--- src/hdl/ipbe_pkg.sv ---
package ipbe_pkg;

    // largest value a 13-bit size register can hold
    localparam int CFG_MAX = 8191;

    // configuration register indexes
    localparam logic [1:0] CFG_DEPTH_MODE   = 2'd0;
    localparam logic [1:0] CFG_IMAGE_WIDTH  = 2'd1;
    localparam logic [1:0] CFG_IMAGE_HEIGHT = 2'd2;

    // source pixel depth codes
    localparam logic [1:0] DEPTH_1BPP = 2'd0;
    localparam logic [1:0] DEPTH_4BPP = 2'd1;
    localparam logic [1:0] DEPTH_8BPP = 2'd2;

    // request kinds
    localparam logic REQ_PAL = 1'b0;
    localparam logic REQ_PIX = 1'b1;

    // palette store
    localparam int PAL_DEPTH = 256;
    localparam int PAL_WIDTH = 24;

    // job queue between front and back
    localparam int JOB_DEPTH = 4;
    localparam int JOB_PW    = 2;

    typedef struct packed {
        logic       req_type;
        logic [7:0] pal_index;
        logic [7:0] pal_red;
        logic [7:0] pal_green;
        logic [7:0] pal_blue;
        logic [7:0] src_byte;
    } t_req;

    typedef struct packed {
        logic [7:0] blue;
        logic [7:0] green;
        logic [7:0] red;
        logic       row_end;
        logic       image_end;
        logic       last;
    } t_res;

    typedef struct packed {
        logic [1:0]  reg_index;
        logic [12:0] reg_data;
    } t_cfg_wr;

    // one classified transaction waiting for the back end
    typedef struct packed {
        logic        req_type;
        logic [1:0]  mode;
        logic [7:0]  data;
        logic [23:0] rgb;
        logic [3:0]  count;
        logic        row_hit;
        logic        img_last;
    } t_job;

    typedef struct packed {
        logic full;
        logic empty;
    } t_fifo_stat;

    typedef struct packed {
        logic row_end;
        logic image_end;
        logic last;
    } t_tag;

endpackage

--- src/hdl/ipbe_front.sv ---
module ipbe_front #(
    parameter int MAX_WIDTH  = 4096,
    parameter int MAX_HEIGHT = 4096
) (
    input  logic                 i_clk,
    input  logic                 i_rst_n,
    input  logic                 i_cfg_valid,
    input  ipbe_pkg::t_cfg_wr    i_cfg,
    output logic                 o_cfg_ready,
    input  logic                 i_req_valid,
    input  ipbe_pkg::t_req       i_req,
    output logic                 o_req_ready,
    input  ipbe_pkg::t_fifo_stat i_stat,
    output logic                 o_push,
    output ipbe_pkg::t_job       o_job
);
    localparam int W_CAP = (MAX_WIDTH < ipbe_pkg::CFG_MAX) ? MAX_WIDTH : ipbe_pkg::CFG_MAX;
    localparam int H_CAP = (MAX_HEIGHT < ipbe_pkg::CFG_MAX) ? MAX_HEIGHT : ipbe_pkg::CFG_MAX;
    localparam int BW    = $clog2(W_CAP + 4);
    localparam int RW    = (H_CAP > 1) ? $clog2(H_CAP) : 1;
    localparam int CW    = (BW + 4 > 17) ? BW + 4 : 17;
    localparam logic [12:0] W_MAX13 = 13'(W_CAP);
    localparam logic [12:0] H_MAX13 = 13'(H_CAP);

    logic [1:0]    r_mode;
    logic [12:0]   r_width;
    logic [12:0]   r_height;
    logic [BW-1:0] r_bir;
    logic [BW-1:0] n_bir;
    logic [RW-1:0] r_row;
    logic [RW-1:0] n_row;

    logic [12:0]   w_eff;
    logic [12:0]   h_eff;
    logic [1:0]    bit_sh;
    logic [1:0]    ppb_sh;
    logic [CW-1:0] stride;
    logic [CW-1:0] first;
    logic [CW-1:0] rem;
    logic [CW-1:0] ppb;
    logic          px_left;
    logic [3:0]    count;
    logic          row_hit;
    logic          img_last;
    logic          row_done;
    logic          accept;
    logic          pix_accept;

    // register file, always ready
    assign o_cfg_ready = 1'b1;

    always_ff @(posedge i_clk) begin
        if (!i_rst_n) begin
            r_mode   <= ipbe_pkg::DEPTH_8BPP;
            r_width  <= 13'd1;
            r_height <= 13'd1;
        end else if (i_cfg_valid) begin
            unique case (i_cfg.reg_index)
                ipbe_pkg::CFG_DEPTH_MODE:   r_mode   <= i_cfg.reg_data[1:0];
                ipbe_pkg::CFG_IMAGE_WIDTH:  r_width  <= i_cfg.reg_data;
                ipbe_pkg::CFG_IMAGE_HEIGHT: r_height <= i_cfg.reg_data;
                default: ;
            endcase
        end
    end

    // effective sizes, zero read as one and clamped to the build limits
    always_comb begin
        w_eff = r_width;
        if (r_width == 13'd0) begin
            w_eff = 13'd1;
        end else if (r_width > W_MAX13) begin
            w_eff = W_MAX13;
        end
        h_eff = r_height;
        if (r_height == 13'd0) begin
            h_eff = 13'd1;
        end else if (r_height > H_MAX13) begin
            h_eff = H_MAX13;
        end
    end

    // depth decode: log2 of bits per pixel and of pixels per byte
    always_comb begin
        unique case (r_mode)
            ipbe_pkg::DEPTH_1BPP: begin
                bit_sh = 2'd0;
                ppb_sh = 2'd3;
            end
            ipbe_pkg::DEPTH_4BPP: begin
                bit_sh = 2'd2;
                ppb_sh = 2'd1;
            end
            default: begin
                bit_sh = 2'd3;
                ppb_sh = 2'd0;
            end
        endcase
    end

    // row geometry and pixel count of this byte
    always_comb begin
        stride   = (((CW'(w_eff) << bit_sh) + CW'(31)) >> 5) << 2;
        first    = CW'(r_bir) << ppb_sh;
        ppb      = CW'(1) << ppb_sh;
        px_left  = first < CW'(w_eff);
        rem      = CW'(w_eff) - first;
        count    = 4'd0;
        row_hit  = 1'b0;
        if (px_left) begin
            count   = (rem > ppb) ? 4'(ppb) : 4'(rem);
            row_hit = rem <= ppb;
        end
        img_last = (CW'(r_row) + CW'(1)) >= CW'(h_eff);
        row_done = (CW'(r_bir) + CW'(1)) >= stride;
    end

    assign o_req_ready = !i_stat.full;
    assign accept      = i_req_valid && o_req_ready;
    assign pix_accept  = accept && (i_req.req_type == ipbe_pkg::REQ_PIX);

    // padding bytes only move the row position
    assign o_push = accept && ((i_req.req_type == ipbe_pkg::REQ_PAL) || (count != 4'd0));

    always_comb begin
        o_job.req_type = i_req.req_type;
        o_job.mode     = r_mode;
        o_job.data     = (i_req.req_type == ipbe_pkg::REQ_PAL) ? i_req.pal_index : i_req.src_byte;
        o_job.rgb      = {i_req.pal_red, i_req.pal_green, i_req.pal_blue};
        o_job.count    = count;
        o_job.row_hit  = row_hit;
        o_job.img_last = img_last;
    end

    // row and image position
    always_comb begin
        n_bir = r_bir;
        n_row = r_row;
        if (pix_accept) begin
            if (row_done) begin
                n_bir = '0;
                n_row = img_last ? '0 : RW'(CW'(r_row) + CW'(1));
            end else begin
                n_bir = BW'(CW'(r_bir) + CW'(1));
            end
        end
    end

    always_ff @(posedge i_clk) begin
        if (!i_rst_n) begin
            r_bir <= '0;
            r_row <= '0;
        end else begin
            r_bir <= n_bir;
            r_row <= n_row;
        end
    end

    // a finished row always restarts at its first byte
    assert property (@(posedge i_clk) disable iff (!i_rst_n)
        (pix_accept && row_done) |=> (r_bir == '0))
        else $error("byte position not cleared at row end");

    // the row counter restarts after the last row of the image
    assert property (@(posedge i_clk) disable iff (!i_rst_n)
        (pix_accept && img_last && row_done) |=> (r_row == '0))
        else $error("row counter not cleared at image end");
endmodule

--- config.mk ---
export PLATFORM = sky130hd
export DESIGN_NAME = ipbe_front
export DESIGN_NICKNAME = d
export VERILOG_FILES = /design/src/hdl/ipbe_pkg.sv /design/src/hdl/ipbe_front.sv
export SDC_FILE = /design/constraint.sdc
export NUM_CORES = 1
export LEC_CHECK = 0
export ABC_AREA = 1
export BUFFER_PORTS_ARGS = -buffer_cell sky130_fd_sc_hd__buf_2
export CORE_MARGIN = 1
export CORE_UTILIZATION = 55
export DETAILED_ROUTE_END_ITERATION = 7
export GPL_TIMING_DRIVEN = 0
export PLACE_DENSITY = 0.81
export SLEW_MARGIN = 30
export SYNTH_ARGS = -nofsm -noshare
export SYNTH_HDL_FRONTEND = slang
export SYNTH_SLANG_ARGS = --single-unit
--- constraint.sdc ---
create_clock -name i_clk -period 6.1 [get_ports i_clk]
set_input_delay 0.305 -clock i_clk [delete_from_list [all_inputs] [get_ports i_clk]]
set_output_delay 0.305 -clock i_clk [all_outputs]
set_load 0.02 [all_outputs]
==> impl_metrics.yaml <==
yosys:
  netlist_area_mm2: 0.005105
  ys_types: 45
  synth_ff_type: "dfxtp_1"
  syn_inst: 817
  synth_commonest_cells: "202 x nand2_1, 99 x inv_1, 91 x nor2_1, 59 x a21oi_1, 53 x dfxtp_1"
  synthTopCellsByArea: "dfxtp_1 21%, nand2_1 15%, ha_1 11%"
  ys_seq_area_share_pct: 20.78
  synth.avg_cell_area_um2: 6.248
  yosysWarningCount: 0
  synth_most_common_cell: "nand2_1"
  synth_top_area_share_pct: 20.78
  synth_largest_area_cell: "dfxtp_1"
  synthArstFlopShare_pct: 0
  synth_edf_count: 0
  synth_seq_cells: 53
floorplanning:
  die-area_mm2: 0.009671
  start_util_pct: 57.69
  rows: 34
  core-area_mm2: 0.008848
  die_y_um: 98.34
  io_pins: 106
  fp.dieW_um: 98.34
global_routing:
  busiest_layer: "met2"
  met1_usage_pct: 34.35
  grt_pass1_vias: 4725
  grt_use_met2_pct: 44.85
  grtUsageMet3_pct: 2.577
  grt_pass1_wl_mm: 20.80
  gr-total-overflow: 0
  grt_max_degree: 20
  antenna_found_initial: 0
  grtUsageTotal_pct: 25.74
layout:
  regArea_mm2: 0.001061
  layout-drive-gt1-share_pct: 17.57
  antenna_cells: 0
  multi_input_area_mm2: 0.003322
  fill_cells: 880
  layout.nets: 1010
  syn_to_final_growth_pct: 12.45
placement:
  place.port_buffers: 78
  hpwl_mm: 10.22
  routabilityCongestion: 0.9348
clock_network:
  numCtsBuffers: 5
  cts_tree: "yes"
  clockBufferDepth: 2
  clk_latency_ps: 320
  root_buffer: "clkbuf_8"
  htreeDepth: 2
  cts.sinks: 53
  cts_setup_buffers: 0
  path_clk_slew_ps: 110
  hold_buffers: 0
  cts_resized: 0
setup_path:
  end_kind: "output pin"
  path_class: "flip-flop to output pin"
  cp_slowest_stage_delay_ps: 400
  r2r_start: "r_width[6]$_SDFFE_PN0P_"
  path_delay_family: "simple AND/OR/NAND/NOR gates"
  crit_path_top_delay_cell: "fa_1"
  rrSetupSlack_ps: 1610
  critPathArrivalTime_ps: 4500
  startpoint: "r_mode[1]$_SDFFE_PN1P_"
  crit_buf_inv: 6
  required_ps: 5790
  start_kind: "flip-flop"
  crit_fanout: 10
route:
  drc: 2
  via_count: 5352
  ant_nets: 0
  via_per_inst: 5.283
  firstDrtPassIters: 8
  finalWirelength_mm: 12.48
  drtIter0Drc: 386
  wl_per_cell_um: 12.32
power_and_ir_drop:
  power_density_mw_per_mm2: 161.4
  p_leak_nw: 2.948
  power_mw: 0.9266
  peakVddDrop_uv: 117.2
timing:
  post-route-period-util_pct: 78.79
  slew_headroom_pct: 37.06
  skew_ps: 8.939
  hold_viol: 0
  tightest_slew_ps: 936.9
  fin_crit_ps: 4806
  maxSlewViolCount: 0
  grt_setup_unrepaired: "no"
  setup_tns_ps: 0
  setup_viol: 0
  clock.fmax_mhz: 208.1
hold_path:
  hp-start: "i_cfg[8]"
  hold_class: "primary input to flip-flop"
status:
  status: "complete, but fails checks"
  violations: "DRC"
run:
  cap_violations: 0
-- through the flow --
stage / hold slack (ps) / util, % / std cells / setup WS, ps / cell area, um2
6_report: 215.6 / 64.88 / 1013 / 1294 / 5741
5_1_grt: 229.2 / 64.88 / 1013 / 840.6 / 5741
4_1_cts: 216.9 / 64.88 / 1013 / 1359 / 5741
3_5_place_dp: 459.3 / 63.72 / 1005 / 1665 / 5638
3_3_place_gp: 453.6 / 63.72 / 1005 / 1742 / 5638
2_1_floorplan: 435.4 / - / 819 / 2084 / 5112
-- layout make-up --
cell class / count / area share, %
repair buffers: 78 / 6.800
well taps: 108 / 2.354
clock buffers: 5 / 1.199
flip-flops and latches: 53 / 18.48
clock inverters: 3 / 0.5885
multi-input cells: 607 / 57.87
inverters: 108 / 7.062
plain buffers: 51 / 5.645
-- worst min-delay path: stages --
cell and delay, ps:
buf_2 90, nor2_1 40, nor2_1 80
-- report_power, final --
part / internal (mW) / leakage, nW / switching (mW)
Clock: 0.0859 / 0.0511 / 0.134
Combinational: 0.130 / 2.47 / 0.211
Sequential: 0.356 / 0.431 / 0.00948
Total: 0.571 / 2.95 / 0.355
-- state kept, by name, summed over array words and instances, names as in the netlist --
register  count
r_bir        13
r_height     13
r_width      13
r_row        12
r_mode        2
-- layer usage --
| metal | up-vias | share of wire (%) |
|---|---|---|
| li1 | 2798 | - |
| met1 | 2371 | 47 |
| met4 | 0 | 1.0 |
| met2 | 169 | 47 |
| met3 | 14 | 5.2 |
| met5 | - | 0 |
-- layout by cell type (no fill, tap or decap), types with 4 or more instances in the layout --
cell,instances
clkbuf_1,19
nand2_1,202
buf_4,28
o21ai_1,5
nand4_1,11
a22oi_1,10
inv_2,8
nand2_2,13
nor4_1,9
o21ai_0,51
o22ai_1,4
a21oi_1,59
buf_2,79
nor2_4,6
xor2_1,21
nand3_2,6
nand3_1,26
nor2_2,4
clkbuf_8,5
nor2_1,91
inv_1,99
dfxtp_1,53
ha_1,43
nor3_1,11
o211ai_1,4
-- path summary, 6_finish.rpt --
| path | to | cells past startpoint |
|---|---|---|
| worst max-delay path | o_push | 27 |
| worst min-delay path | r_width[8]$_SDFFE_PN0P_ | 3 |
| worst max register to register | r_row[9]$_SDFFE_PN0P_ | 25 |
| worst min register to register | r_row[6]$_SDFFE_PN0P_ | 2 |
-- cells by family after synthesis --
kind of cell               Yosys count  synth area share [%]
xor gates and xnor gates            24                 4.118
adders and majority gates           44                 10.93
DFF                                 53                 20.78
other                                1               0.07346
buffers and inverters              159                 14.29
AOI/OAI and AO/OA                  147                 15.93
and+or+nand+nor                    389                 33.87
Note: power is estimated with default switching activity, not from simulation.
