## config.mk

```make
export PLATFORM = sky130hd
export DESIGN_NAME = ipbe_fifo
export DESIGN_NICKNAME = d
export VERILOG_FILES = /design/src/hdl/ipbe_pkg.sv /design/src/hdl/ipbe_fifo.sv
export SDC_FILE = /design/constraint.sdc
export NUM_CORES = 1
export LEC_CHECK = 0
export BUFFER_PORTS_ARGS = -buffer_cell sky130_fd_sc_hd__buf_2
export CORE_MARGIN = 3
export CORE_UTILIZATION = 40
export CTS_CLUSTER_DIAMETER = 200
export DETAILED_ROUTE_END_ITERATION = 8
export SETUP_SLACK_MARGIN = 0.4
export SLEW_MARGIN = 10
export SYNTH_ARGS = -nofsm -noshare
export SYNTH_HDL_FRONTEND = slang
export SYNTH_SLANG_ARGS = --single-unit
```

## constraint.sdc

```tcl
create_clock -name i_clk -period 2.5 [get_ports i_clk]
set_clock_uncertainty 0.2 [all_clocks]
set_input_delay 0.5 -clock i_clk [delete_from_list [all_inputs] [get_ports i_clk]]
set_output_delay 0.5 -clock i_clk [all_outputs]
set_load 0.01 [all_outputs]
```

## src/hdl/ipbe_pkg.sv

```systemverilog
package ipbe_pkg;

    // largest value a 13-bit size register can hold
    localparam int CFG_MAX = 8191;

    // configuration register indexes
    localparam logic [1:0] CFG_DEPTH_MODE   = 2'd0;
    localparam logic [1:0] CFG_IMAGE_WIDTH  = 2'd1;
    localparam logic [1:0] CFG_IMAGE_HEIGHT = 2'd2;

    // source pixel depth codes
    localparam logic [1:0] DEPTH_1BPP = 2'd0;
    localparam logic [1:0] DEPTH_4BPP = 2'd1;
    localparam logic [1:0] DEPTH_8BPP = 2'd2;

    // request kinds
    localparam logic REQ_PAL = 1'b0;
    localparam logic REQ_PIX = 1'b1;

    // palette store
    localparam int PAL_DEPTH = 256;
    localparam int PAL_WIDTH = 24;

    // job queue between front and back
    localparam int JOB_DEPTH = 4;
    localparam int JOB_PW    = 2;

    typedef struct packed {
        logic       req_type;
        logic [7:0] pal_index;
        logic [7:0] pal_red;
        logic [7:0] pal_green;
        logic [7:0] pal_blue;
        logic [7:0] src_byte;
    } t_req;

    typedef struct packed {
        logic [7:0] blue;
        logic [7:0] green;
        logic [7:0] red;
        logic       row_end;
        logic       image_end;
        logic       last;
    } t_res;

    typedef struct packed {
        logic [1:0]  reg_index;
        logic [12:0] reg_data;
    } t_cfg_wr;

    // one classified transaction waiting for the back end
    typedef struct packed {
        logic        req_type;
        logic [1:0]  mode;
        logic [7:0]  data;
        logic [23:0] rgb;
        logic [3:0]  count;
        logic        row_hit;
        logic        img_last;
    } t_job;

    typedef struct packed {
        logic full;
        logic empty;
    } t_fifo_stat;

    typedef struct packed {
        logic row_end;
        logic image_end;
        logic last;
    } t_tag;

endpackage

```

## src/hdl/ipbe_fifo.sv

```systemverilog
module ipbe_fifo (
    input  logic                 i_clk,
    input  logic                 i_rst_n,
    input  logic                 i_push,
    input  ipbe_pkg::t_job       i_job,
    input  logic                 i_pop,
    output ipbe_pkg::t_job       o_job,
    output ipbe_pkg::t_fifo_stat o_stat
);
    ipbe_pkg::t_job            r_mem [ipbe_pkg::JOB_DEPTH];
    logic [ipbe_pkg::JOB_PW-1:0] r_wp;
    logic [ipbe_pkg::JOB_PW-1:0] r_rp;
    logic [ipbe_pkg::JOB_PW:0]   r_cnt;

    // entry storage
    always_ff @(posedge i_clk) begin
        if (i_push) begin
            r_mem[r_wp] <= i_job;
        end
    end

    // pointers and fill level
    always_ff @(posedge i_clk) begin
        if (!i_rst_n) begin
            r_wp  <= '0;
            r_rp  <= '0;
            r_cnt <= '0;
        end else begin
            if (i_push) begin
                r_wp <= r_wp + 1'b1;
            end
            if (i_pop) begin
                r_rp <= r_rp + 1'b1;
            end
            if (i_push && !i_pop) begin
                r_cnt <= r_cnt + 1'b1;
            end else if (i_pop && !i_push) begin
                r_cnt <= r_cnt - 1'b1;
            end
        end
    end

    assign o_job        = r_mem[r_rp];
    assign o_stat.full  = r_cnt == (ipbe_pkg::JOB_PW + 1)'(ipbe_pkg::JOB_DEPTH);
    assign o_stat.empty = r_cnt == '0;

    assert property (@(posedge i_clk) disable iff (!i_rst_n)
        i_push |-> !o_stat.full)
        else $error("push into full job queue");

    assert property (@(posedge i_clk) disable iff (!i_rst_n)
        i_pop |-> !o_stat.empty)
        else $error("pop from empty job queue");
endmodule

```

==> impl_metrics.tcl, run 1 <==
set metrics [dict create \
    status "finished, final reports clean" \
    cts_sinks 173 \
    synth_top_area_share_pct 76.80 \
    drtIter0Drc 197 \
    syn_area_per_cell_sq_um 24.85 \
    power_density_mw_per_mm2 830.5 \
    gp_congestion 0.6311 \
    stdcell_area_sq_mm 0.008068 \
    critPathLaunchType "register" \
    worstHoldPathCells 1 \
    timing.rr.end "r_cnt[2]$_SDFFE_PN0P_" \
    setup_slack_ns 0.06226 \
    critPathMaxStageDelay_ns 0.51 \
    post-route-period-util_pct 97.51 \
    nets 420 \
    ys_async_sr_fraction_pct 0 \
    ys_types 22 \
    cts_tree "yes" \
    path_clk_slew_ns 0.06 \
    clk-insertion-delay-late_ns 0.42 \
    grt_max_degree 22 \
    max_freq_ghz 0.4102 \
    rsz0062_at_grt "yes" \
    ir_worst_vdd_mv 0.4882 \
    synth_edf_count 164 \
    vias_per_cell 4.909 \
    wl_per_cell_um 18.81 \
    ys_ff_latch 173 \
    finalSetupTns_ns 0 \
    place_area_sq_mm 0.007147 \
    r2r_cells 4 \
    synthTopCellsByArea "edfxtp_1 77%, mux4_2 14%, dfxtp_1 2.8%" \
    crit_fanout 6 \
    final_max_slew_viol_count 0 \
    arrival_ns 1.74 \
    hp-class "in2reg" \
    synth_area_sq_mm 0.006412 \
    dr.pass1.iters 4 \
    dieArea_sq_mm 0.01759 \
    htree_levels 4 \
    grtUsageTotal_pct 13.64 \
    clock-root-buffer "clkbuf_16" \
    setup_viol 0 \
    grt_overflow_total 0 \
    vias 2911 \
    synth_nets 309 \
    initial_core_util_pct 41.57 \
    synthCells 258 \
    antenna_cells 0 \
    place_hpwl_um 6561 \
    numCtsBuffers 17 \
    post-route-min-period_ns 2.438 \
    multi_input_area_sq_mm 0.001179 \
    synth_top_cell_by_area "edfxtp_1" \
    max-cap-violations 0 \
    rows 45 \
    die_x_um 132.6 \
    ys_seq_area_share_pct 79.61 \
    portBuffers 87 \
    slew_headroom_pct 76.50 \
    routed_wl_um 11150 \
    p_leak_nw 2.763 \
    reg2reg_setup_slack_ns 0.76 \
    core_sq_mm 0.01543 \
    finalHoldViolations 0 \
    route.antenna.remaining_nets 0 \
    cts_hold_buf 0 \
    critPathRequiredTime_ns 1.80 \
    fp.dieH_um 132.6 \
    timing.rr.start "r_cnt[0]$_SDFFE_PN0P_" \
    fill_cells 1269 \
    dpl_worst_slack_ns 0.2706 \
    critical_path_class "reg2out" \
    antenna_found_initial 1 \
    drive_gt1_share_pct 45.81 \
    cpMaxStageDelayCell "mux4_2" \
    grt_pass1_wl_um 17610 \
    tightest_slew_ns 0.3524 \
    seqCellArea_sq_mm 0.005110 \
    crit_end "o_job[23]" \
    drc 0 \
    worstPathCellList "buf_12, buf_16, mux4_2, buf_6" \
    grt_pass1_vias 3137 \
    dominantRegCellSynth "edfxtp_1" \
    yosys_warnings 0 \
    clockBufferDepth 2 \
    area_growth_pct 25.81 \
    end_kind "primary output" \
    io_pins 88 \
]
## power by group
group / switching (mW) / total, mW / internal, mW
Combinational: 0.358 / 0.807 / 0.449
Clock: 0.987 / 2.52 / 1.53
Sequential: 0.0489 / 3.37 / 3.32
Total: 1.39 / 6.70 / 5.31
## logic make-up after synthesis
kind of cell | synth area share [%]
AOI/OAI and AO/OA | 0.1951
muxes | 14.77
adders and majority gates | 1.288
DFF | 79.61
xor gates and xnor gates | 0.6831
and+or+nand+nor | 1.424
buffers and inverters | 2.029
## per-stage QoR
step	power (mW)	utilization (%)	cells	hold WS [ns]
after CTS	6.666	50.71	593	0.06879
after global routing	6.975	52.30	593	0.07258
after floorplan	3.823	-	258	0.2724
after detailed placement	4.087	46.33	558	0.3221
after global placement	4.067	46.33	558	0.2892
final	6.700	52.30	593	0.09570
## placed cells by master, fill, tap and decap left out, types with 3 or more instances in the layout
master,count
and2_1,5
and2_2,4
buf_12,4
buf_16,3
buf_2,46
buf_4,8
buf_6,41
clkbuf_1,6
clkbuf_16,20
clkbuf_8,3
dfxtp_1,7
edfxtp_1,164
ha_1,5
inv_1,4
mux4_2,41
xor2_1,3
## cell type report
class,instances,area share (%)
clock buffer,29,6.994
clock inverter,3,0.2636
inverter,4,0.1861
multi-input combinational,71,14.61
sequential,173,63.34
tap,211,3.272
timing repair buffer,102,11.34
## cells in the mapped netlist (2+ instances only)
| master | n |
|---|---|
| dfxtp_1 | 9 |
| xor2_1 | 3 |
| mux2i_1 | 2 |
| mux4_2 | 40 |
| nor2b_1 | 2 |
| ha_1 | 5 |
| xnor2_1 | 2 |
| inv_1 | 4 |
| edfxtp_1 | 164 |
| buf_12 | 4 |
| and2_1 | 9 |
| buf_2 | 4 |
## repair_timing
action,in CTS,in global routing
resized for setup,7,40
cloned,2,0
pin swaps,0,0
endpoints found under the setup margin,41,41
setup buffers,1,0
## worst max-delay path, delay by kind of cell (launching register included)
kind / cells / cell delay [ns]
flops: 1 / 0.40
buf+inv: 3 / 0.41
mux: 1 / 0.51
## state kept, by name, indices dropped and copies added, names as in the netlist, named ones only
register / cells
r_mem: 164
r_cnt: 3
r_rp: 2
r_wp: 2
## routing by layer
layer  track usage [%]  share of wire, %  vias to the layer above  wire, um
li1                  -                 -                     1300         -
met5                 0              0.13                        -        14
met1             18.23                46                     1516      5119
met4             5.081               1.2                        2       134
met3             5.133               5.0                       14       553
met2             20.59                48                       79      5331
## worst min path at each step
stage                        endpoint                   from
2_1_floorplan   r_cnt[2]$_SDFFE_PN0P_  r_cnt[2]$_SDFFE_PN0P_
3_3_place_gp    r_cnt[2]$_SDFFE_PN0P_  r_cnt[2]$_SDFFE_PN0P_
3_5_place_dp    r_cnt[2]$_SDFFE_PN0P_  r_cnt[2]$_SDFFE_PN0P_
4_1_cts        r_mem[1][32]$_DFFE_PP_              i_job[32]
5_1_grt        r_mem[1][34]$_DFFE_PP_              i_job[34]
6_report       r_mem[1][32]$_DFFE_PP_              i_job[32]
Note: power is estimated with default switching activity, not from simulation.
==> run 2, diff against run 1 <==
MAX_ROUTING_LAYER = met4   (was unset)
==> run 2 against run 1 <==
  * Die area stayed put
  * Non-clock buffer count stayed put
  * Final cell count is 0.17% higher
  * Wire length is 0.42% higher
  * Utilization hardly changed
  * Clock power hardly changed
  * Largest cell class unchanged
  * Largest power group unchanged
==> impl_metrics.tcl, run 2 (synthesized netlist as in run 1, its figures left out) <==
set metrics [dict create \
    wl_per_cell_um 18.86 \
    finalHoldViolations 0 \
    dpl_worst_slack_ns 0.2706 \
    path_buf_inv 3 \
    nets 420 \
    slew_headroom_pct 76.70 \
    fin_hold_ws_ns 0.09463 \
    worstHoldEndpoint "r_mem[1][32]$_DFFE_PP_" \
    arrival_ns 1.74 \
    r2r_cells 4 \
    drc 0 \
    timing.rr.start "r_cnt[0]$_SDFFE_PN0P_" \
    status "finished, final reports clean" \
    rows 45 \
    grt_pass1_wl_um 17600 \
    hp-class "in2reg" \
    critPathRequiredTime_ns 1.80 \
    layout_commonest_cell "edfxtp_1" \
    dieArea_sq_mm 0.01759 \
    clock-root-buffer "clkbuf_16" \
    cts_hold_buf 0 \
    path_delay_family "multiplexers" \
    area_growth_pct 25.85 \
    timing.rr.end "r_cnt[2]$_SDFFE_PN0P_" \
    antenna_found_initial 1 \
    max-cap-violations 0 \
    final_max_slew_viol_count 0 \
    max_freq_ghz 0.4102 \
    portBuffers 87 \
    place_hpwl_um 6561 \
    vias_per_cell 4.889 \
    numCtsBuffers 17 \
    finalSetupTns_ns 0 \
    post-route-util_pct 52.31 \
    final_cell_mix "164 x edfxtp_1, 46 x buf_2, 41 x mux4_2, 41 x buf_6, 20 x clkbuf_16" \
    route.antenna.remaining_nets 0 \
    grt_max_degree 22 \
    cts_sinks 173 \
    critical_path_class "reg2out" \
    fp.dieH_um 132.6 \
    critPathLaunchType "register" \
    die_x_um 132.6 \
    grtUsageTotal_pct 14.08 \
    path_clk_slew_ns 0.06 \
    cpMaxStageDelayCell "mux4_2" \
    worstPathCellList "buf_12, buf_16, mux4_2, buf_6" \
    vias 2904 \
    drive_gt1_share_pct 45.81 \
    ir_worst_vdd_mv 0.4866 \
    io_pins 88 \
    routed_wl_um 11200 \
    core_sq_mm 0.01543 \
    gp_congestion 0.6361 \
    setup_viol 0 \
    clk-insertion-delay-late_ns 0.42 \
    min_from "i_job[32]" \
    post-route-min-period_ns 2.438 \
    tightest_slew_ns 0.3494 \
    end_kind "primary output" \
    regMostFlops "r_mem" \
    drtIter0Drc 206 \
    post-route-period-util_pct 97.51 \
    crit_fanout 6 \
    grt_pass1_vias 3133 \
    largest_register_ffs 164 \
    grt_overflow_total 0 \
    reg2reg_setup_slack_ns 0.76 \
    setup_slack_ns 0.06224 \
    clockBufferDepth 2 \
    power_density_mw_per_mm2 831.2 \
    p_leak_nw 2.763 \
    fill_cells 1268 \
    dr.pass1.iters 4 \
    cts_tree "yes" \
    dpl.cell_count 558 \
    rsz0062_at_grt "yes" \
    worstHoldPathCells 1 \
    fin_cells 594 \
    critPathMaxStageDelay_ns 0.51 \
    htree_levels 4 \
    initial_core_util_pct 41.57 \
    reg_top3 "r_mem: 164 flops, r_cnt: 3 flops" \
]
run 2: cell type report:
cell class	count	area [sq um]	share of cell area, %
sequential	173	5110	63.32
multi-input combinational	71	1179	14.60
timing repair buffer	102	914.6	11.33
clock buffer	29	564.3	6.992
tap	211	264.0	3.271
clock inverter	3	21.27	0.2636
inverter	4	15.01	0.1860
antenna	1	2.502	0.03101
run 2: worst max-delay path by stage:
stage | startpoint | endpoint | cells past startpoint
final | register | o_job[23] | 4
after global routing | register | o_job[23] | 4
after CTS | register | o_job[15] | 4
after detailed placement | i_push | r_cnt[2]$_SDFFE_PN0P_ | 7
after global placement | i_push | r_cnt[2]$_SDFFE_PN0P_ | 7
after floorplan | i_pop | r_cnt[2]$_SDFFE_PN0P_ | 7
run 2: timing repair:
action	CTS	global route
setup buffers	1	0
endpoints found under the setup margin	41	41
resized for setup	7	40
gates cloned	2	0
run 2: report_power, final:
| group | internal (mW) | switching (mW) | leakage, nW | total (mW) |
|---|---|---|---|---|
| logic | 0.449 | 0.358 | 0.898 | 0.807 |
| registers | 3.32 | 0.0489 | 1.58 | 3.37 |
| clock network | 1.53 | 0.995 | 0.283 | 2.53 |
run 2: metrics by stage:
| stage | total power, mW | cell area (sq um) |
|---|---|---|
| 6_report | 6.708 | 8070 |
| 5_1_grt | 6.978 | 8070 |
| 4_1_cts | 6.666 | 7824 |
| 3_5_place_dp | 4.087 | 7147 |
| 3_3_place_gp | 4.067 | 7147 |
| 2_1_floorplan | 3.823 | 6417 |
run 2: layer usage:
metal	vias to the layer above	global-route usage, %	routed length (um)
met5	-	-	0
met4	0	5.081	133
met3	10	5.247	544
met2	76	20.59	5399
met1	1518	18.23	5122
li1	1300	-	-
